**src/design/sse_pkg.sv**
```systemverilog
// Shared types, constants and control structures of the stroke slope estimator.
`default_nettype none
package sse_pkg;

    localparam int DEFAULT_START_STRICTNESS = 2;
    localparam int COORD_W = 15;
    localparam int SUM_W = 16;
    localparam int SLOPE_SCALE = 100;
    localparam int DIVIDEND_W = 22;
    localparam int DIV_STEPS = DIVIDEND_W;
    localparam int COUNT_W = $clog2(DIV_STEPS + 1);

    typedef struct packed {
        logic               first_is_min;
        logic               second_is_max;
        logic [COORD_W-1:0] first_end_x;
        logic [COORD_W-1:0] first_end_y;
        logic [COORD_W-1:0] second_begin_x;
        logic [COORD_W-1:0] second_begin_y;
        logic               last_pair;
    } in_t;

    typedef struct packed {
        logic signed [SUM_W-1:0] slope;
        logic [1:0]              strictness_used;
    } out_t;

    typedef enum logic [1:0] {
        ST_ACCUM,
        ST_SELECT,
        ST_DIVIDE,
        ST_DELIVER
    } state_t;

    typedef struct packed {
        logic accumulate;
        logic load_div;
        logic div_step;
        logic out_load;
    } cmd_t;

    typedef struct packed {
        logic div_last;
        logic out_free;
    } status_t;

endpackage
`default_nettype wire

```
**src/design/stroke_slope_estimator_core.sv**
```systemverilog
// Top level of the stroke slope estimator: controller and datapath.
//
// Input transfers on s_valid/s_ready carry one pair of neighbouring stroke
// extrema each. While a list is being gathered a pair is taken every cycle
// and added into all strictness sets at once. The pair flagged last_pair
// closes the list: the block then stops taking pairs, selects the strictest
// set whose refused sum is within three quarters of its accepted sum, and
// divides 100 times its dx sum by its dy sum in a restoring divider that
// produces one quotient bit per cycle.
// The result transfer on m_valid/m_ready appears once the last pair has
// passed the selection state, the divider steps and the load into the
// output register, and s_ready rises again in that same cycle. If the
// receiver stalls, the result waits in the output register and the next list
// is gathered meanwhile; only a further last pair then waits for the register
// to empty. Reset clears all sets, the state machine and the output valid.
`default_nettype none
module stroke_slope_estimator_core #(
    parameter int START_STRICTNESS = sse_pkg::DEFAULT_START_STRICTNESS
) (
    input  wire logic         aclk,
    input  wire logic         aresetn,
    input  wire logic         s_valid,
    output logic              s_ready,
    input  wire sse_pkg::in_t s_payload,
    output logic              m_valid,
    input  wire logic         m_ready,
    output sse_pkg::out_t     m_payload
);

    sse_pkg::cmd_t    cmd;
    sse_pkg::status_t status;

    sse_controller u_ctrl (
        .aclk    (aclk),
        .aresetn (aresetn),
        .s_valid (s_valid),
        .in_last (s_payload.last_pair),
        .status  (status),
        .s_ready (s_ready),
        .cmd     (cmd)
    );

    sse_datapath #(
        .START_STRICTNESS (START_STRICTNESS)
    ) u_dp (
        .aclk      (aclk),
        .aresetn   (aresetn),
        .s_payload (s_payload),
        .cmd       (cmd),
        .m_ready   (m_ready),
        .status    (status),
        .m_valid   (m_valid),
        .m_payload (m_payload)
    );

    a_no_overwrite: assert property (@(posedge aclk) disable iff (!aresetn)
        cmd.out_load |-> status.out_free)
        else $error("Result loaded while the output register was still full.");

    a_hold_after_last: assert property (@(posedge aclk) disable iff (!aresetn)
        (s_valid && s_ready && s_payload.last_pair) |=> !s_ready)
        else $error("Input taken while a result was being computed.");

    a_step_excl: assert property (@(posedge aclk) disable iff (!aresetn)
        cmd.div_step |-> !cmd.accumulate && !cmd.load_div && !cmd.out_load)
        else $error("Divider step overlapped another datapath command.");

endmodule
`default_nettype wire

```
**src/design/sse_controller.sv**
```systemverilog
// Sequencing state machine of the stroke slope estimator.
`default_nettype none
module sse_controller (
    input  wire logic            aclk,
    input  wire logic            aresetn,
    input  wire logic            s_valid,
    input  wire logic            in_last,
    input  wire sse_pkg::status_t status,
    output logic                 s_ready,
    output sse_pkg::cmd_t        cmd
);

    sse_pkg::state_t state_reg;
    sse_pkg::state_t state_next;

    always_ff @(posedge aclk) begin
        if (!aresetn) begin
            state_reg <= sse_pkg::ST_ACCUM;
        end else begin
            state_reg <= state_next;
        end
    end

    always_comb begin
        state_next = state_reg;
        case (state_reg)
            sse_pkg::ST_ACCUM: begin
                if (s_valid && in_last) begin
                    state_next = sse_pkg::ST_SELECT;
                end
            end
            sse_pkg::ST_SELECT: begin
                state_next = sse_pkg::ST_DIVIDE;
            end
            sse_pkg::ST_DIVIDE: begin
                if (status.div_last) begin
                    state_next = sse_pkg::ST_DELIVER;
                end
            end
            sse_pkg::ST_DELIVER: begin
                if (status.out_free) begin
                    state_next = sse_pkg::ST_ACCUM;
                end
            end
            default: begin
                state_next = sse_pkg::ST_ACCUM;
            end
        endcase
    end

    always_comb begin
        s_ready = 1'b0;
        cmd = '0;
        case (state_reg)
            sse_pkg::ST_ACCUM: begin
                s_ready = 1'b1;
                cmd.accumulate = s_valid;
            end
            sse_pkg::ST_SELECT: begin
                cmd.load_div = 1'b1;
            end
            sse_pkg::ST_DIVIDE: begin
                cmd.div_step = 1'b1;
            end
            sse_pkg::ST_DELIVER: begin
                cmd.out_load = status.out_free;
            end
            default: begin
                s_ready = 1'b0;
            end
        endcase
    end

endmodule
`default_nettype wire

```
**src/design/sse_datapath.sv**
```systemverilog
// Accumulator sets, set selection, serial divider and output register.
`default_nettype none
module sse_datapath #(
    parameter int START_STRICTNESS = sse_pkg::DEFAULT_START_STRICTNESS
) (
    input  wire logic            aclk,
    input  wire logic            aresetn,
    input  wire sse_pkg::in_t    s_payload,
    input  wire sse_pkg::cmd_t   cmd,
    input  wire logic            m_ready,
    output sse_pkg::status_t     status,
    output logic                 m_valid,
    output sse_pkg::out_t        m_payload
);

    localparam int SET_COUNT = START_STRICTNESS + 1;
    localparam int SEL_W = (SET_COUNT > 1) ? $clog2(SET_COUNT) : 1;
    localparam int SW = sse_pkg::SUM_W;
    localparam int CW = sse_pkg::COORD_W;
    localparam int DW = sse_pkg::DIVIDEND_W;
    localparam int PW = DW + 1;
    localparam int NW = sse_pkg::COUNT_W;

    logic signed [SW-1:0] acc_dx_reg [SET_COUNT];
    logic signed [SW-1:0] acc_dy_reg [SET_COUNT];
    logic signed [SW-1:0] ref_dy_reg [SET_COUNT];

    logic signed [SW-1:0] dx;
    logic signed [SW-1:0] dy;
    logic [CW-1:0]        adx;
    logic                 dy_pos;
    logic                 pair_ok;
    logic [SET_COUNT-1:0] lane_take;

    assign dx = SW'({1'b0, s_payload.first_end_x}) - SW'({1'b0, s_payload.second_begin_x});
    assign dy = SW'({1'b0, s_payload.second_begin_y}) - SW'({1'b0, s_payload.first_end_y});
    assign adx = CW'(dx[SW-1] ? -dx : dx);
    assign dy_pos = !dy[SW-1] && (dy != '0);
    assign pair_ok = s_payload.first_is_min && s_payload.second_is_max;

    logic signed [SW+1:0] ref4 [SET_COUNT];
    logic signed [SW+1:0] acc3 [SET_COUNT];

    for (genvar c = 0; c < SET_COUNT; c++) begin : g_lane
        assign lane_take[c] = dy_pos && ((18'(c) * 18'(adx)) < 18'(dy[CW-1:0]));
        assign ref4[c] = $signed(18'(ref_dy_reg[c])) <<< 2;
        assign acc3[c] = ($signed(18'(acc_dy_reg[c])) <<< 1) + $signed(18'(acc_dy_reg[c]));

        always_ff @(posedge aclk) begin
            if (!aresetn || cmd.load_div) begin
                acc_dx_reg[c] <= '0;
                acc_dy_reg[c] <= '0;
                ref_dy_reg[c] <= '0;
            end else if (cmd.accumulate && pair_ok) begin
                if (lane_take[c]) begin
                    acc_dx_reg[c] <= acc_dx_reg[c] + dx;
                    acc_dy_reg[c] <= acc_dy_reg[c] + dy;
                end else begin
                    ref_dy_reg[c] <= ref_dy_reg[c] + dy;
                end
            end
        end
    end

    logic [SEL_W-1:0]     sel;
    logic [2:0]           sel_ext;
    logic signed [SW-1:0] sel_dx;
    logic signed [SW-1:0] sel_dy;
    logic signed [PW-1:0] prod;
    logic [DW-1:0]        prod_mag;
    logic [SW-1:0]        dvs_mag;

    always_comb begin
        sel = '0;
        for (int c = 1; c < SET_COUNT; c++) begin
            if (ref4[c] <= acc3[c]) begin
                sel = SEL_W'(c);
            end
        end
    end

    assign sel_ext = 3'(sel);
    assign sel_dx = acc_dx_reg[sel];
    assign sel_dy = acc_dy_reg[sel];
    assign prod = PW'(sel_dx) * PW'(sse_pkg::SLOPE_SCALE);
    assign prod_mag = DW'(prod[PW-1] ? -prod : prod);
    assign dvs_mag = SW'(sel_dy[SW-1] ? -sel_dy : sel_dy);

    logic [DW-1:0] dvd_reg;
    logic [SW-1:0] dvs_reg;
    logic [SW-1:0] rem_reg;
    logic          neg_reg;
    logic          zero_reg;
    logic [1:0]    strict_reg;
    logic [NW-1:0] cnt_reg;

    logic [SW:0]   shifted;
    logic [SW+1:0] diff;
    logic          borrow;

    assign shifted = {rem_reg, dvd_reg[DW-1]};
    assign diff = {1'b0, shifted} - {2'b00, dvs_reg};
    assign borrow = diff[SW+1];

    always_ff @(posedge aclk) begin
        if (cmd.load_div) begin
            dvd_reg <= prod_mag;
            dvs_reg <= dvs_mag;
            rem_reg <= '0;
            neg_reg <= prod[PW-1] ^ sel_dy[SW-1];
            zero_reg <= (sel_dy == '0);
            strict_reg <= sel_ext[1:0];
        end else if (cmd.div_step) begin
            dvd_reg <= {dvd_reg[DW-2:0], !borrow};
            rem_reg <= borrow ? shifted[SW-1:0] : diff[SW-1:0];
        end
    end

    always_ff @(posedge aclk) begin
        if (!aresetn) begin
            cnt_reg <= '0;
        end else if (cmd.load_div) begin
            cnt_reg <= NW'(sse_pkg::DIV_STEPS);
        end else if (cmd.div_step) begin
            cnt_reg <= cnt_reg - NW'(1);
        end
    end

    assign status.div_last = (cnt_reg == NW'(1));

    logic          m_valid_reg;
    sse_pkg::out_t m_payload_reg;

    assign status.out_free = !m_valid_reg || m_ready;

    always_ff @(posedge aclk) begin
        if (!aresetn) begin
            m_valid_reg <= 1'b0;
        end else if (cmd.out_load) begin
            m_valid_reg <= 1'b1;
        end else if (m_ready) begin
            m_valid_reg <= 1'b0;
        end
    end

    always_ff @(posedge aclk) begin
        if (cmd.out_load) begin
            if (zero_reg) begin
                m_payload_reg.slope <= '0;
            end else if (neg_reg) begin
                m_payload_reg.slope <= SW'(-dvd_reg);
            end else begin
                m_payload_reg.slope <= SW'(dvd_reg);
            end
            m_payload_reg.strictness_used <= strict_reg;
        end
    end

    assign m_valid = m_valid_reg;
    assign m_payload = m_payload_reg;

endmodule
`default_nettype wire

```
**config.mk**
```make
export PLATFORM = sky130hd
export DESIGN_NAME = stroke_slope_estimator_core
export DESIGN_NICKNAME = d
export VERILOG_FILES = /design/src/design/sse_pkg.sv /design/src/design/stroke_slope_estimator_core.sv /design/src/design/sse_controller.sv /design/src/design/sse_datapath.sv
export SDC_FILE = /design/constraint.sdc
export NUM_CORES = 1
export LEC_CHECK = 0
export BUFFER_PORTS_ARGS = -buffer_cell sky130_fd_sc_hd__buf_2
export CORE_MARGIN = 3
export CORE_UTILIZATION = 55
export CTS_CLUSTER_DIAMETER = 80
export DETAILED_ROUTE_END_ITERATION = 7
export PLACE_DENSITY = 0.77
export SETUP_SLACK_MARGIN = 0.4
export SYNTH_ARGS = -nofsm -noshare
export SYNTH_HDL_FRONTEND = slang
export SYNTH_HIERARCHICAL = 1
export SYNTH_SLANG_ARGS = --single-unit
export TNS_END_PERCENT = 20
```
**constraint.sdc**
```tcl
create_clock -name aclk -period 17.12 [get_ports aclk]
set_input_delay 3.424 -clock aclk [delete_from_list [all_inputs] [get_ports aclk]]
set_output_delay 3.424 -clock aclk [all_outputs]
set_load 0.01 [all_outputs]
```
-- After elaboration in Yosys (flattened, before gate mapping)
Memory sizes are Yosys's and may differ from the RTL's.
Cells that the tools add are included.
- word-level logic and storage cells: 136
- memory bits (writable): 144
- memories: 3
- register bits: 84
- output and inout port bits: 20
- memory list (name ; depth ; bits a word ; read ports ; clocked after Yosys merged registers in ; write ports ; RTL line ; text):
    u_dp.acc_dx_reg ; 3 ; 16 ; 4 ; 0 ; 3 ; sse_datapath.sv:24 ; logic signed [SW-1:0] acc_dx_reg [SET_COUNT];
    u_dp.acc_dy_reg ; 3 ; 16 ; 4 ; 0 ; 3 ; sse_datapath.sv:25 ; logic signed [SW-1:0] acc_dy_reg [SET_COUNT];
    u_dp.ref_dy_reg ; 3 ; 16 ; 3 ; 0 ; 3 ; sse_datapath.sv:26 ; logic signed [SW-1:0] ref_dy_reg [SET_COUNT];
- muxes and demuxes: 57
- add/subtract/negate cells: 19
- magnitude comparators: 5
- reduce and logical (&&, ||, !) cells: 20
- bitwise operators: 11
- eq/ne operators: 7
- multiply operators: 1
- operators by type and width (kind ; count):
    16-bit 2-to-1 mux ; 11
    16-bit adder ; 9
    22-bit 2-to-1 mux ; 3
    17-bit by 16-bit adder with 18-bit output ; 2
    18-bit less-or-equal comparator ; 2
    1-bit 2-to-1 mux ; 34
    16-bit negation ; 2
    15-bit by 15-bit subtractor with 16-bit output ; 2
    15-bit 2-to-1 mux ; 2
    22-bit negation ; 1
    16-bit by 6-bit multiplier with 21-bit output, second input constant ; 1
    17-bit by 16-bit subtractor with 18-bit output ; 1
    16-bit zero test ; 1
    16-bit by 15-bit less-than comparator with 1-bit output ; 1
    16-bit nonzero test ; 1
    1-bit by 15-bit less-than comparator with 1-bit output, first input constant ; 1
    15-bit less-than comparator ; 1
    15-bit negation ; 1
    5-bit 2-to-1 mux ; 2
    1-bit OR ; 9
    2-bit 2-to-1 mux ; 4
    2-bit one-hot mux with 4 select lines ; 1
    1-bit logical AND ; 7
    5-bit by 1-bit equality test with 1-bit output, second input constant ; 1
    other kinds (13) ; 20

-- Longest topological paths before layout
- depth after elaboration: 10
- gate-level depth with buffers: 40
- mapped depth without buffers: 36

-- Cells and area by module
The synthesis kept the hierarchy.
- modules (own cells, without submodules) (module ; instances ; cells each ; area an instance (um^2) ; seq. area each (um^2)):
    sse_datapath ; 1 ; 2316 ; 20938.8 ; 6085.8
    sse_controller ; 1 ; 21 ; 181.4 ; 40.0

-- Least setup slack after synthesis
No wires, ideal clock.
- kind: in2reg
- start point: input port s_payload[20] in the netlist's numbering
- end point: memory u_dp/acc_dx_reg[1][0] in the netlist's numbering (enable)
- cell stages on the path: 19
- path slack: 7297 ps
- buffers on the path: 1
- arrival time: 9353 ps
- cells stage by stage: inv_1 > ha_1 > buf_2 > a2111o_1 > a31o_1 > a21bo_1 > xnor2_2 > a2111oi_4 > o211ai_2 > o41ai_4 > xor2_2 > inv_1 > ha_1 > nand3_1 > nor2_1 > o221ai_1 > a21oi_1 > a211o_1 > o31ai_1
- RTL lines (element ; RTL line ; text):
    start, declared ; stroke_slope_estimator_core.sv:24 ; input wire sse_pkg::in_t s_payload,
    end, declared ; sse_datapath.sv:24 ;

==> flow_metrics.env <==
export IMPL_postRouteWirelength_um=53300
export IMPL_place_hpwl_um=40500
export IMPL_ys_warn_count=6
export IMPL_cp_arrival_ns=10.07
export IMPL_synth_top_area_frac=0.267
export IMPL_clk_pin_slew_ns=0.06
export IMPL_core_area_um2=37800
export IMPL_multi_input_area_um2=14300
export IMPL_max_stage_delay_ns=0.60
export IMPL_groute_usage_overall=0.256
export IMPL_hold_viol=0
export IMPL_vias=17791
export IMPL_hold_path_class="flip-flop to flip-flop"
export IMPL_relSlewSlack=0.231
export IMPL_drt_initial_drc_count=1451
export IMPL_mostFrequentLayoutCells="ha_1 (317), nor2_1 (285), edfxtp_1 (188)"
export IMPL_place_gp_congestion=0.904
export IMPL_detail_route_antenna_nets=0
export IMPL_cp_slowest_cell="xnor2_1"
export IMPL_syn_inst=2337
export IMPL_io_buffers=86
export IMPL_yosys_cell_types_count=88
export IMPL_synth_area_per_cell_um2=9.04
export IMPL_drc=0
export IMPL_cp_max_fo=40
export IMPL_ios=87
export IMPL_final_nets=2832
export IMPL_grt_ovfl_total=0
export IMPL_numClockSinks=212
export IMPL_cts_max_level=1
export IMPL_worst_pin_slew_ns=1.14
export IMPL_synth_edf_count=188
export IMPL_cp_start_kind="flip-flop"
export IMPL_cap_violations=0
export IMPL_drt_pass1_iter_count=6
export IMPL_final_setup_worst_slack_ns=7.36
export IMPL_cp_end_kind="flip-flop"
export IMPL_die_w_um=202
export IMPL_cts_root_buf="clkbuf_16"
export IMPL_cp_required_ns=17.43
export IMPL_synthArstFlopShare=0
export IMPL_finalSetupTns_ns=0
export IMPL_synth_area_leader_cell="edfxtp_1"
export IMPL_grt_pass1_vias=17534
export IMPL_grt_max_degree=81
export IMPL_mappedNetlistArea_um2=21100
export IMPL_cts_tree="yes"
export IMPL_synthFlopType="edfxtp_1"
export IMPL_post_cts_buffers=0
export IMPL_ys_top_cells_by_area="edfxtp_1 (27%), ha_1 (19%), xnor2_1 (6.0%)"
export IMPL_ys_ff_latch=212
export IMPL_setup_viol=0
export IMPL_postCtsHoldBufs=0
export IMPL_period_needed_ns=9.76
export IMPL_layout_cells_non_filler=2957
export IMPL_min_period_over_period=0.570
export IMPL_holdWs_ns=0.429
export IMPL_r2r_slack_ns=7.36
export IMPL_seqCellArea_um2=6130
export IMPL_final_common_cell="ha_1"
export IMPL_rsz0062_at_grt="false"
export IMPL_start_util=0.559
export IMPL_viasPerCell=6.02
export IMPL_cts_buffers=26
export IMPL_slew_viol_final=0
export IMPL_clockBufferDepth=3
export IMPL_dpl_cell_count=2909
export IMPL_die_h_um=202
export IMPL_finalClockSkew_ns=0.0178
export IMPL_synth_seq_area_share=0.290
export IMPL_die_area_um2=40800
export IMPL_row_count=71
export IMPL_area_growth_pct=9.10
export IMPL_dp_slack_ns=7.42
export IMPL_drive_above_1_share=0.0847
export IMPL_path_class="flip-flop to flip-flop"
export IMPL_antenna_found_initial=0
export IMPL_crit_top_cell="ha_1"
export IMPL_synth_nets=2743
export IMPL_fmax_ghz=0.102
export IMPL_cts_resized=0
export IMPL_clock_latency_ns=0.55
export IMPL_grt_pass1_wl_um=86500
export IMPL_wire_per_inst_um=18.0
export IMPL_status="completed"
export IMPL_fillers=3176
[layout make-up]
type / instances / area share
Multi-Input combinational cell: 1918 / 0.618
Sequential cell: 212 / 0.266
Clock buffer: 27 / 0.0284
Clock inverter: 20 / 0.00717
Antenna cell: 1 / 0.000109
Inverter: 158 / 0.0257
Tap cell: 511 / 0.0277
Timing Repair Buffer: 110 / 0.0265
[per-stage QoR]
| step | instance area [µm²] | utilization |
|---|---|---|
| after floorplan | 21100 | - |
| after global placement | 22200 | 0.589 |
| after detailed placement | 22200 | 0.589 |
| after CTS | 23000 | 0.610 |
| after global routing | 23000 | 0.610 |
| final | 23000 | 0.610 |
[per-layer routing]
layer,track usage,vias to the layer above,wire length [µm]
met5,0,-,0
met4,0.0765,0,1600
met1,0.324,8390,22600
li1,-,8723,-
met2,0.449,567,25300
met3,0.0430,111,3790
[worst paths after layout]
kind / from / end / cells past startpoint
hold / removal: u_dp/strict_reg[0]$_DFFE_PP_ / u_dp/m_payload[0]$_DFFE_PP_ / 0
setup reg to reg: u_dp/acc_dy_reg[1][1]$_SDFFCE_PN0P_ / u_dp/dvd_reg[20]$_DFFE_PP_ / 35
setup / recovery: u_dp/acc_dy_reg[1][1]$_SDFFCE_PN0P_ / u_dp/dvd_reg[20]$_DFFE_PP_ / 35
hold reg to reg: u_dp/strict_reg[0]$_DFFE_PP_ / u_dp/m_payload[0]$_DFFE_PP_ / 0
[synth_stat cells (all sizes together) (4+ instances only)]
master   count
and2        12
nand3b       5
xor2        98
o21ai      128
nor3        68
nand2      109
mux2         6
nand4       11
a2111oi      7
or2         16
mux2i       40
a31oi       23
nand3       52
inv        158
a31o         9
o21a        31
a41o         4
dfxtp       24
nor2       285
a21o        62
nor3b        5
a21boi       8
buf         14
nor4b        5
or3         20
o41ai       12
o22ai        6
edfxtp     188
o21bai      27
a211o        5
a21oi      172
xnor2      146
o211a        5
and3        39
o211ai      12
nor4         7
a211oi      29
nor2b       22
fa          21
nand2b      22
a41oi        4
or4         11
ha         318
o31ai       19
clkbuf      35
[worst max-delay path, delay by kind of cell (launching register included)]
| kind | cells | cell delay, ns |
|---|---|---|
| AOI/OAI and AO/OA | 17 | 3.88 |
| xor gates and xnor gates | 3 | 0.95 |
| adders and majority gates | 6 | 1.97 |
| buffers and inverters | 1 | 0.48 |
| DFF | 1 | 0.54 |
| muxes | 2 | 0.46 |
| and+or+nand+nor | 6 | 1.20 |
[logic make-up (layout without fill, tap and decap cells)]
group | count (synthesis) | in the layout | share of synthesized area
DFF | 212 | 212 | 0.290
buffers and inverters | 207 | 315 | 0.0381
other | 0 | 1 | 0
muxes | 46 | 46 | 0.0222
and+or+nand+nor | 696 | 696 | 0.156
adders and majority gates | 339 | 339 | 0.208
xor gates and xnor gates | 244 | 244 | 0.102
AOI/OAI and AO/OA | 593 | 593 | 0.183
Power is not shown: default switching activity piles up to over one toggle a cycle in this logic, so the estimate is an artifact.
